<file path="src/sv/tbs_pkg.sv">
`timescale 1ns / 1ps
`default_nettype none

package tbs_pkg;

  // Depth of the command queue between front and back.
  localparam int QueueDepthDefault = 4;

  // Operation codes carried by each input item.
  typedef enum logic [3:0] {
    OP_BEGIN     = 4'd0,
    OP_INT       = 4'd1,
    OP_STR_START = 4'd2,
    OP_STR_BYTE  = 4'd3,
    OP_KEY_BYTE  = 4'd4,
    OP_DATA_HDR  = 4'd5,
    OP_DATA_BYTE = 4'd6,
    OP_NULL      = 4'd7,
    OP_ARRAY     = 4'd8,
    OP_DICT      = 4'd9,
    OP_TERM      = 4'd10
  } op_t;

  // Result status codes.
  localparam logic [1:0] StatusOk     = 2'd0;
  localparam logic [1:0] StatusNoRoom = 2'd1;
  localparam logic [1:0] StatusBadKey = 2'd2;

  // Tag bytes.
  localparam logic [7:0] TagInt32    = 8'hA6;
  localparam logic [7:0] TagInt64    = 8'hC6;
  localparam logic [7:0] TagString   = 8'h81;
  localparam logic [7:0] TagData1    = 8'h05;
  localparam logic [7:0] TagData2    = 8'h25;
  localparam logic [7:0] TagData3    = 8'h45;
  localparam logic [7:0] TagData4    = 8'h65;
  localparam logic [7:0] TagNull     = 8'h04;
  localparam logic [7:0] TagArray    = 8'h82;
  localparam logic [7:0] TagDict     = 8'h83;
  localparam logic [7:0] TagTerm     = 8'h00;
  localparam logic [7:0] KeyLastMark = 8'h80;

  // One classified operation: a first byte followed by nbytes value bytes,
  // or a single status beat when fail is set.
  typedef struct packed {
    logic        fail;
    logic [1:0]  status;
    logic [7:0]  tag;
    logic [63:0] val;
    logic [3:0]  nbytes;
    logic [31:0] offset;
  } cmd_t;

endpackage

`default_nettype wire

</file>
<file path="src/sv/tbs_front.sv">
`timescale 1ns / 1ps
`default_nettype none

module tbs_front
  import tbs_pkg::*;
(
  input  wire logic               clk,
  input  wire logic               rst,
  input  wire logic               in_take,
  input  wire logic [3:0]         operation,
  input  wire logic signed [63:0] int_value,
  input  wire logic [7:0]         data_byte,
  input  wire logic [31:0]        payload_length,
  input  wire logic               final_key_char,
  input  wire logic               cfg_write,
  input  wire logic [31:0]        cfg_data,
  output cmd_t                    cmd,
  output logic                    cmd_push
);

  logic [31:0] buffer_capacity;
  logic [31:0] write_offset;
  logic [31:0] write_offset_next;

  logic        has_cmd;
  logic        key_bad;
  logic        room_ok;
  logic [32:0] need;
  logic [7:0]  tag;
  logic [63:0] val;
  logic [3:0]  nbytes;
  logic        int_small;

  assign int_small = (&int_value[63:31]) || !(|int_value[63:31]);

  // Classify the operation: tag, value bytes and room needed.
  always_comb begin
    has_cmd = 1'b1;
    key_bad = 1'b0;
    need    = 33'd1;
    tag     = data_byte;
    val     = '0;
    nbytes  = 4'd0;
    unique case (op_t'(operation))
      OP_BEGIN: begin
        has_cmd = 1'b0;
      end
      OP_INT: begin
        val = int_value;
        if (int_small) begin
          tag    = TagInt32;
          nbytes = 4'd4;
          need   = 33'd5;
        end else begin
          tag    = TagInt64;
          nbytes = 4'd8;
          need   = 33'd9;
        end
      end
      OP_STR_START: begin
        tag  = TagString;
        need = 33'd2;
      end
      OP_STR_BYTE, OP_DATA_BYTE: begin
        tag = data_byte;
      end
      OP_KEY_BYTE: begin
        key_bad = data_byte[7];
        tag     = final_key_char ? (data_byte | KeyLastMark) : data_byte;
      end
      OP_DATA_HDR: begin
        val = {32'd0, payload_length};
        if (payload_length < 32'h100) begin
          tag    = TagData1;
          nbytes = 4'd1;
        end else if (payload_length < 32'h10000) begin
          tag    = TagData2;
          nbytes = 4'd2;
        end else if (payload_length < 32'h1000000) begin
          tag    = TagData3;
          nbytes = 4'd3;
        end else begin
          tag    = TagData4;
          nbytes = 4'd4;
        end
        need = {1'b0, payload_length} + 33'(nbytes) + 33'd1;
      end
      OP_NULL:  tag = TagNull;
      OP_ARRAY: tag = TagArray;
      OP_DICT:  tag = TagDict;
      OP_TERM:  tag = TagTerm;
      default: begin
        has_cmd = 1'b0;
      end
    endcase
  end

  // Room check in wide arithmetic so it cannot wrap.
  assign room_ok = ({2'b00, write_offset} + {1'b0, need}) <= {2'b00, buffer_capacity};

  // Build the command for the back end.
  always_comb begin
    cmd.fail   = !room_ok || key_bad;
    cmd.status = !room_ok ? StatusNoRoom : (key_bad ? StatusBadKey : StatusOk);
    cmd.tag    = tag;
    cmd.val    = val;
    cmd.nbytes = nbytes;
    cmd.offset = write_offset;
  end

  assign cmd_push = in_take && has_cmd;

  // Next write offset.
  always_comb begin
    write_offset_next = write_offset;
    if (in_take) begin
      if (op_t'(operation) == OP_BEGIN) begin
        write_offset_next = '0;
      end else if (has_cmd && room_ok && !key_bad) begin
        write_offset_next = write_offset + 32'(nbytes) + 32'd1;
      end
    end
  end

  always_ff @(posedge clk) begin
    if (rst) begin
      write_offset    <= '0;
      buffer_capacity <= '0;
    end else begin
      write_offset <= write_offset_next;
      if (cfg_write) begin
        buffer_capacity <= cfg_data;
      end
    end
  end

endmodule

`default_nettype wire

</file>
<file path="src/sv/tbs_queue.sv">
`timescale 1ns / 1ps
`default_nettype none

module tbs_queue
  import tbs_pkg::*;
#(
  parameter int Depth = QueueDepthDefault
) (
  input  wire logic clk,
  input  wire logic rst,
  input  wire logic wr_en,
  input  wire cmd_t wr_data,
  output logic      full,
  input  wire logic rd_en,
  output cmd_t      rd_data,
  output logic      empty
);

  localparam int PtrW = (Depth > 1) ? $clog2(Depth) : 1;
  localparam int CntW = $clog2(Depth + 1);

  cmd_t            entries [Depth];
  logic [PtrW-1:0] wr_ptr;
  logic [PtrW-1:0] rd_ptr;
  logic [CntW-1:0] count;

  assign full    = (count == CntW'(Depth));
  assign empty   = (count == '0);
  assign rd_data = entries[rd_ptr];

  // Storage write.
  always_ff @(posedge clk) begin
    if (wr_en && !full) begin
      entries[wr_ptr] <= wr_data;
    end
  end

  // Pointers and fill count.
  always_ff @(posedge clk) begin
    if (rst) begin
      wr_ptr <= '0;
      rd_ptr <= '0;
      count  <= '0;
    end else begin
      if (wr_en && !full) begin
        wr_ptr <= (wr_ptr == PtrW'(Depth - 1)) ? '0 : wr_ptr + PtrW'(1);
      end
      if (rd_en && !empty) begin
        rd_ptr <= (rd_ptr == PtrW'(Depth - 1)) ? '0 : rd_ptr + PtrW'(1);
      end
      if ((wr_en && !full) && !(rd_en && !empty)) begin
        count <= count + CntW'(1);
      end else if (!(wr_en && !full) && (rd_en && !empty)) begin
        count <= count - CntW'(1);
      end
    end
  end

endmodule

`default_nettype wire

</file>
<file path="src/sv/tbs_back.sv">
`timescale 1ns / 1ps
`default_nettype none

module tbs_back
  import tbs_pkg::*;
(
  input  wire logic   clk,
  input  wire logic   rst,
  input  wire cmd_t   cmd,
  input  wire logic   cmd_empty,
  output logic        cmd_pop,
  output logic        empty,
  input  wire logic   pop,
  output logic [7:0]  out_byte,
  output logic        byte_valid,
  output logic [31:0] byte_offset,
  output logic        last_of_run,
  output logic [1:0]  status
);

  logic        out_full;
  logic        load;
  logic [3:0]  beat_idx;
  logic [2:0]  sel;
  logic [7:0]  beat_byte;
  logic        beat_last;

  assign load    = !cmd_empty && (!out_full || pop);
  assign sel     = 3'(beat_idx - 4'd1);
  assign beat_last = cmd.fail || (beat_idx == cmd.nbytes);
  assign cmd_pop = load && beat_last;
  assign empty   = !out_full;

  // Pick the byte for this beat: tag first, then value bytes little endian.
  always_comb begin
    if (beat_idx == 4'd0) begin
      beat_byte = cmd.tag;
    end else begin
      beat_byte = cmd.val[{sel, 3'b000} +: 8];
    end
  end

  // Beat counter within the head command.
  always_ff @(posedge clk) begin
    if (rst) begin
      beat_idx <= '0;
      out_full <= 1'b0;
    end else begin
      if (load) begin
        beat_idx <= beat_last ? 4'd0 : beat_idx + 4'd1;
      end
      if (load) begin
        out_full <= 1'b1;
      end else if (pop) begin
        out_full <= 1'b0;
      end
    end
  end

  // Output register.
  always_ff @(posedge clk) begin
    if (load) begin
      out_byte    <= cmd.fail ? 8'd0 : beat_byte;
      byte_valid  <= !cmd.fail;
      byte_offset <= cmd.offset + 32'(beat_idx);
      last_of_run <= beat_last;
      status      <= cmd.status;
    end
  end

endmodule

`default_nettype wire

</file>
<file path="src/sv/tagged_binary_serializer.sv">
// An item is written into the command queue, and its first result is then loaded into the output register.
// One result per cycle while the receiver keeps popping; an item that makes n results holds
// the output stage until its last result is loaded, so single-byte items stream at one per cycle.
// A four-entry command queue sets how far the input may run ahead of the output.
// Reset clears the write offset, the buffer capacity, the queue and the output stage.
`timescale 1ns / 1ps
`default_nettype none

module tagged_binary_serializer
  import tbs_pkg::*;
#(
  parameter int QueueDepth = QueueDepthDefault
) (
  input  wire logic               clk,
  input  wire logic               rst,
  input  wire logic               push,
  output logic                    full,
  input  wire logic [3:0]         operation,
  input  wire logic signed [63:0] int_value,
  input  wire logic [7:0]         data_byte,
  input  wire logic [31:0]        payload_length,
  input  wire logic               final_key_char,
  output logic                    empty,
  input  wire logic               pop,
  output logic [7:0]              out_byte,
  output logic                    byte_valid,
  output logic [31:0]             byte_offset,
  output logic                    last_of_run,
  output logic [1:0]              status,
  input  wire logic               cfg_valid,
  output logic                    cfg_ready,
  input  wire logic [31:0]        cfg_data
);

  cmd_t front_cmd;
  cmd_t head_cmd;
  logic front_push;
  logic q_full;
  logic q_empty;
  logic q_pop;

  assign full      = q_full;
  assign cfg_ready = 1'b1;

  // Front: takes items, checks room and tracks the write offset.
  tbs_front u_front (
    .clk            (clk),
    .rst            (rst),
    .in_take        (push && !q_full),
    .operation      (operation),
    .int_value      (int_value),
    .data_byte      (data_byte),
    .payload_length (payload_length),
    .final_key_char (final_key_char),
    .cfg_write      (cfg_valid && cfg_ready),
    .cfg_data       (cfg_data),
    .cmd            (front_cmd),
    .cmd_push       (front_push)
  );

  // Command queue between front and back.
  tbs_queue #(
    .Depth (QueueDepth)
  ) u_queue (
    .clk     (clk),
    .rst     (rst),
    .wr_en   (front_push),
    .wr_data (front_cmd),
    .full    (q_full),
    .rd_en   (q_pop),
    .rd_data (head_cmd),
    .empty   (q_empty)
  );

  // Back: expands each command into byte beats.
  tbs_back u_back (
    .clk         (clk),
    .rst         (rst),
    .cmd         (head_cmd),
    .cmd_empty   (q_empty),
    .cmd_pop     (q_pop),
    .empty       (empty),
    .pop         (pop),
    .out_byte    (out_byte),
    .byte_valid  (byte_valid),
    .byte_offset (byte_offset),
    .last_of_run (last_of_run),
    .status      (status)
  );

endmodule

`default_nettype wire

</file>
<file path="config.mk">
export PLATFORM = sky130hd
export DESIGN_NAME = tagged_binary_serializer
export DESIGN_NICKNAME = d
export VERILOG_FILES = /design/src/sv/tbs_pkg.sv /design/src/sv/tbs_front.sv /design/src/sv/tbs_queue.sv /design/src/sv/tbs_back.sv /design/src/sv/tagged_binary_serializer.sv
export SDC_FILE = /design/constraint.sdc
export NUM_CORES = 1
export LEC_CHECK = 0
export BUFFER_PORTS_ARGS = -buffer_cell sky130_fd_sc_hd__buf_2
export CORE_MARGIN = 3
export CORE_UTILIZATION = 45
export DETAILED_ROUTE_END_ITERATION = 7
export SYNTH_ARGS = -nofsm -noshare
export SYNTH_HDL_FRONTEND = slang
export SYNTH_SLANG_ARGS = --single-unit
</file>
<file path="constraint.sdc">
create_clock -name clk -period 10.55 [get_ports clk]
set_clock_uncertainty 0.1 [all_clocks]
set_input_delay 0.5275 -clock clk [delete_from_list [all_inputs] [get_ports clk]]
set_output_delay 0.5275 -clock clk [all_outputs]
set_load 0.01 [all_outputs]
</file>
==> results of run 1 <==
## cell usage after synthesis (4+ instances only)
library cell and n:
edfxtp_1 488, nor2_1 154, mux4_2 127, nand2_1 94
inv_1 85, ha_1 83, xnor2_1 80, dfxtp_1 78
a21oi_1 59, and3_1 51, o21ai_0 46, clkbuf_1 45
mux2i_1 45, nand3_1 44, xor2_1 31, a22o_1 27
a21o_1 26, nor4_1 23, nand4_1 18, nor3_2 18
a211oi_1 14, buf_2 14, nor3_1 14, or3_1 14
and2_1 13, nor2b_1 10, o21a_1 10, nand2b_1 9
a221o_1 5, buf_4 5, fa_1 5, nor3b_1 5
o31ai_1 5, buf_1 4, or2_2 4
## routing by layer
| layer | vias to the layer above | wire (um) | global-route usage |
|---|---|---|---|
| met2 | 549 | 30700 | 0.341 |
| met4 | 20 | 1630 | 0.0570 |
| met1 | 8062 | 29400 | 0.314 |
| li1 | 7362 | - | - |
| met5 | - | 137 | 0 |
| met3 | 102 | 6150 | 0.0640 |
## cells by family (layout without fill, tap and decap cells)
group / Yosys count / in the layout / synth area share
flip-flops: 566 / 566 / 0.616
AO/OA/AOI/OAI: 225 / 225 / 0.0577
XOR/XNOR: 111 / 111 / 0.0370
adder cells (fa/ha/maj): 88 / 88 / 0.0433
buffers and inverters: 154 / 401 / 0.0236
AND/OR/NAND/NOR: 486 / 486 / 0.0952
other: 1 / 13 / 0.000143
multiplexers: 173 / 173 / 0.127
## where the power goes
group / internal (mW) / total [mW] / leakage, nW / switching (mW)
Combinational: 0.677 / 1.48 / 4.70 / 0.807
Sequential: 2.70 / 2.81 / 5.30 / 0.115
Clock: 1.05 / 1.89 / 0.839 / 0.844
## cell type report
cell class	count	area [um^2]	area share
diodes	12	30.0	0.00100
clock buffers	75	1530	0.0513
clock inverters	25	198	0.00661
inverters	85	319	0.0107
multi-input cells	1084	9510	0.318
flip-flops and latches	566	16200	0.542
well taps	756	946	0.0316
repair buffers	216	1150	0.0384
## how the worst max path moves through the flow
stage	depth (start not counted)	slack, ns	start	end
after global placement	35	2.37	payload_length[20]	u_front.write_offset[8]$_SDFFE_PP0P_
after detailed placement	34	2.30	payload_length[20]	u_front.write_offset[1]$_SDFFE_PP0P_
final	34	2.86	payload_length[20]	u_front.write_offset[1]$_SDFFE_PP0P_
after floorplan	34	3.86	payload_length[20]	u_front.write_offset[31]$_SDFFE_PP0P_
after global routing	34	2.18	payload_length[20]	u_front.write_offset[1]$_SDFFE_PP0P_
after CTS	35	2.91	payload_length[20]	u_front.write_offset[8]$_SDFFE_PP0P_
## timing repair
item | CTS | global route
hold buffers | 2 | 0
endpoints found under the hold margin | 2 | 0
resized for setup | 0 | 0
endpoints found under the setup margin | 0 | 0
## metrics by stage
stage	setup slack (ns)	cell area, um^2	power, mW	hold WS [ns]
global route	2.18	29900	6.47	0.0171
CTS	2.91	29900	6.27	0.00305
finish	2.86	29900	6.19	0.0408
detailed placement	2.30	28100	4.37	0.385
global placement	2.37	28100	4.36	0.374
floorplan	3.86	26300	3.86	0.345
## registers in the layout, indices dropped and copies added (netlist names), named ones only
register and count:
u_back.beat_idx 4, u_back.byte_offset 32, u_back.byte_valid 1, u_back.last_of_run 1
u_back.out_byte 8, u_back.out_full 1, u_back.status 2, u_front.buffer_capacity 32
u_front.write_offset 32, u_queue.count 3, u_queue.entries 444, u_queue.rd_ptr 2
u_queue.wr_ptr 2
## worst max-delay path, delay by kind of cell
| kind | cells | cell delay [ns] |
|---|---|---|
| adder cells (fa/ha/maj) | 3 | 0.94 |
| XOR/XNOR | 1 | 0.11 |
| buffers and inverters | 2 | 0.62 |
| AND/OR/NAND/NOR | 17 | 3.59 |
| multiplexers | 1 | 0.14 |
| AO/OA/AOI/OAI | 10 | 2.15 |
==> impl_metrics.toml, run 1 <==
[floorplanning]
row_count = 87
top_level_ports = 193
die-area_um2 = 61400
die_y_um = 248
initial_core_util = 0.460
core_area_um2 = 57100
chipWidth_um = 248

[timing]
worst_pin_slew_ns = 1.13
finalSetupViolations = 0
timing.final.crit_share = 0.729
period_minus_slack_ns = 7.69
max_slew_margin = 0.250
fmax_mhz = 130
hold_viol = 0
drv_slew = 0
rsz0062_at_grt = "false"
fin_setup_tns_ns = 0

[detailed_routing]
viasPerCell = 5.71
drt_iter0_markers = 1323
wl_per_cell_um = 24.2
ant_nets = 0
drt-pass1-iter-count = 7
drt_wl_total_mm = 68.1
drc = 0
vias = 16100

[cells_and_area]
stdcell_count = 2819
finalNetCount = 2244
nFillCells = 4774
area_growth_pct = 13.7
final_core_util = 0.523
final_common_cell = "edfxtp_1"
layout-drive-gt1-share = 0.226
final_cell_mix = "488 x edfxtp_1, 191 x buf_2, 154 x nor2_1"

[clock_tree]
clock-sinks = 566
clk_latency_ns = 0.62
htreeDepth = 2
cts_setup_buffers = 0
cts_tree = "done"
numCtsBuffers = 57
cts_buffer_depth = 3
clk_pin_slew_ns = 0.07
cts_root_buf = "clkbuf_16"

[logic_synthesis]
ys_top_cells_by_area = "edfxtp_1 56%, mux4_2 11%, dfxtp_1 5.9%"
synth.top_cell.area_share = 0.557
synthArstFlopShare = 0
synth_seq_cells = 566
synth_nets = 2038
dominantRegCellSynth = "edfxtp_1"
synth_edf_count = 488
synth_top_cell_by_area = "edfxtp_1"
synthDistinctLibCells = 70
yosys_warnings = 0
synthCells = 1804
synth.cell_area_um2 = 26300
yosysSeqAreaShare = 0.616
syn_avg_cell_area_um2 = 14.6

[setup_path]
slowest_stage = "nor4_1"
rr_worst_depth = 25
worst_path_most_repeated_cell = "nor2_1"
rr_endpoint = "u_front.write_offset[8]$_SDFFE_PP0P_"
rrSetupSlack_ns = 4.49
path_class = "in2reg"
end_kind = "flop"
required_ns = 10.97
slowest_delay_ns = 0.49
r2r_start = "u_front.write_offset[0]$_SDFFE_PP0P_"
start_kind = "input port"
cp.arrival_ns = 8.11
crit_fanout = 38

[hold_path]
min_to = "u_front.buffer_capacity[21]$_SDFFE_PP0P_"
min_from = "cfg_data[21]"
hold_class = "in2reg"
worst_hold_path.num_cells = 3

[place]
dp_cells = 2705
dp.final_hpwl_mm = 47.7
gp_congestion = 0.910
portBuffers = 191

[global_routing]
grt_antenna_before_repair = 23
grt_use_total = 0.223
grt_pass1_vias = 15900
grt_max_degree = 61
grt_first_pass_wirelength_mm = 101
grt.overflow.total = 0

[pwr]
power.density_nw_per_um2 = 207
leakage_nw = 10.8
vdd_drop_max_v = 0.000176

[job]
maxCapViolations = 0

[outcome]
status = "completed"
(Power assumes the default switching activity.)
==> run 2: changes to the inputs <==
- clock period: 10.55 -> 7.35 ns (I/O delays scaled with it)
==> run 2 against run 1 <==
Against the previous run:
- sequential power grew 43%
- via count increased by 3.7%
- combinational power is 47% higher
- sequential share of layout area decreased by 2.1 points
- first-iteration DRC count is 4.5% higher
- total power up 49%
==> impl_metrics.toml, run 2 (synthesis gave the netlist of run 1 again) <==
[setup_path]
end_kind = "flop"
critPathCapture = "u_front.write_offset[4]$_SDFFE_PP0P_"
rr_endpoint = "u_front.write_offset[4]$_SDFFE_PP0P_"
crit_fanout = 16
required_ns = 7.77
start_kind = "input port"
cp.arrival_ns = 7.29
r2r_start = "u_front.write_offset[1]$_SDFFE_PP0P_"
rrSetupSlack_ns = 1.83
rr_worst_depth = 24
slowest_delay_ns = 0.39
crit_start = "payload_length[31]"
slowest_stage = "or3_1"
path_class = "in2reg"

[clock_tree]
cts_buffer_depth = 3
clock-sinks = 566
numCtsBuffers = 57
clk_latency_ns = 0.62
cts_root_buf = "clkbuf_16"
clk_pin_slew_ns = 0.06
cts_tree = "done"
htreeDepth = 2
cts_setup_buffers = 0

[pwr]
internal_power_mw = 6.66
pwr-share-seq = 0.437
power.density_nw_per_um2 = 297
switching_share = 0.278
leakage_nw = 11.5
combPwrFrac = 0.236
pwr-share-clk = 0.327
vdd_drop_max_v = 0.000204
switchingPower_mw = 2.56

[detailed_routing]
drt_wl_total_mm = 69.8
routed.top_layer = "met5"
vias = 16700
wl_met3_mm = 4.88
wl_met2_mm = 31.4
route.layer.met1.wl_mm = 31.4
drc = 0
ant_nets = 0
viasPerCell = 5.69
drt-pass1-iter-count = 7
drt_iter0_markers = 1382
wl_per_cell_um = 23.8

[timing]
hold_viol = 0
finalSetupViolations = 0
period_minus_slack_ns = 6.87
timing.final.crit_share = 0.934
worst_pin_slew_ns = 1.11
holdWs_ns = 0.0797
max_slew_margin = 0.257
rsz0062_at_grt = "false"
fmax_mhz = 146
drv_slew = 0

[place]
dp_cells = 2787
gp_congestion = 0.927
portBuffers = 191
dp.final_hpwl_mm = 49.1

[job]
maxCapViolations = 0

[global_routing]
grt_use_total = 0.229
grt_antenna_before_repair = 5
grt_first_pass_wirelength_mm = 104
grt.overflow.total = 0
grt_max_degree = 60
grt_pass1_vias = 16600

[cells_and_area]
multiInputGateArea_um2 = 9540
stdcell_count = 2933
nFillCells = 4750
final_common_cell = "edfxtp_1"
layout.area.seq_um2 = 16200
largest_reg_flops = 444
top_register = "u_queue.entries"
layout-drive-gt1-share = 0.260
finalNetCount = 2358
area_growth_pct = 18.2
final_cell_mix = "488 x edfxtp_1, 191 x buf_2, 154 x nor2_1"

[floorplanning]
top_level_ports = 193
die_y_um = 248
die-area_um2 = 61400
core_area_um2 = 57100
chipWidth_um = 248
initial_core_util = 0.460
row_count = 87

[outcome]
status = "completed"

[hold_path]
hold_class = "in2reg"
==> run 2: changes by cell type in the layout (fill, tap and decap cells not counted), moves of 3 or more <==
cell / delta
buf_4: +80
bufinv_16: +7
clkbuf_1: -4
clkinv_1: -3
clkinv_2: +6
diode_2: -8
dlygate4sd3_1: +32
nor4_1: -4
nor4_2: +4
==> run 2: per-layer routing <==
metal / GRT usage / up-vias
li1: - / 7580
met1: 0.336 / 8434
met2: 0.351 / 579
met3: 0.0349 / 100
met4: 0.0786 / 4
met5: 0 / -
==> run 2: layout make-up <==
class / instances / share of cell area
clock buffer: 73 / 0.0504
multi-input combinational: 1084 / 0.307
timing repair buffer: 330 / 0.0678
clock inverter: 35 / 0.0126
antenna: 4 / 0.000322
sequential: 566 / 0.522
tap: 756 / 0.0304
inverter: 85 / 0.0103
==> run 2: how the worst min path moves through the flow <==
stage / slack, ns / to / start / cells after the start
CTS: 0.04 / u_queue.entries[2][60]$_DFFE_PP_ / int_value[24] / 2
global route: 0.07 / u_queue.entries[1][60]$_DFFE_PP_ / int_value[24] / 2
finish: 0.08 / u_queue.entries[1][60]$_DFFE_PP_ / int_value[24] / 2
floorplan: 0.35 / u_back.out_full$_SDFFE_PP0P_ / u_back.out_full$_SDFFE_PP0P_ / 2
detailed placement: 0.38 / u_front.buffer_capacity[12]$_SDFFE_PP0P_ / u_front.buffer_capacity[12]$_SDFFE_PP0P_ / 2
global placement: 0.37 / u_front.buffer_capacity[5]$_SDFFE_PP0P_ / u_front.buffer_capacity[5]$_SDFFE_PP0P_ / 2
==> run 2: repair_timing <==
action | 4_1_cts | 5_1_grt
endpoints found under the hold margin | 37 | 0
hold buffers | 34 | 0
endpoints found under the setup margin | 0 | 36
gates resized for setup | 0 | 5
==> run 2: power groups by stage <==
| stage | clock network [mW] | logic (mW) | registers, mW |
|---|---|---|---|
| 6_report | 3.02 | 2.18 | 4.03 |
| 5_1_grt | 3.21 | 2.34 | 4.07 |
| 4_1_cts | 3.09 | 2.22 | 4.04 |
| 3_5_place_dp | 0 | 2.20 | 4.11 |
| 3_3_place_gp | 0 | 2.18 | 4.09 |
| 2_1_floorplan | 0 | 1.44 | 4.10 |
==> run 2: per-stage QoR <==
step	setup WS (ns)	util	power, mW	instance area, um^2	TNS, ns
4_1_cts	0.423	0.544	9.35	31100	0
5_1_grt	0.0105	0.544	9.62	31100	0
3_3_place_gp	-0.0928	0.503	6.27	28800	-1.49
2_1_floorplan	0.823	-	5.54	26300	0
3_5_place_dp	-0.139	0.503	6.30	28800	-2.79
6_report	0.484	0.544	9.22	31100	0
==> run 2: critical path, delay by kind of cell <==
family | cells | cell delay, ns
AO/OA/AOI/OAI | 12 | 2.49
XOR/XNOR | 1 | 0.14
adder cells (fa/ha/maj) | 3 | 0.75
buffers and inverters | 4 | 0.56
multiplexers | 1 | 0.11
AND/OR/NAND/NOR | 14 | 2.84
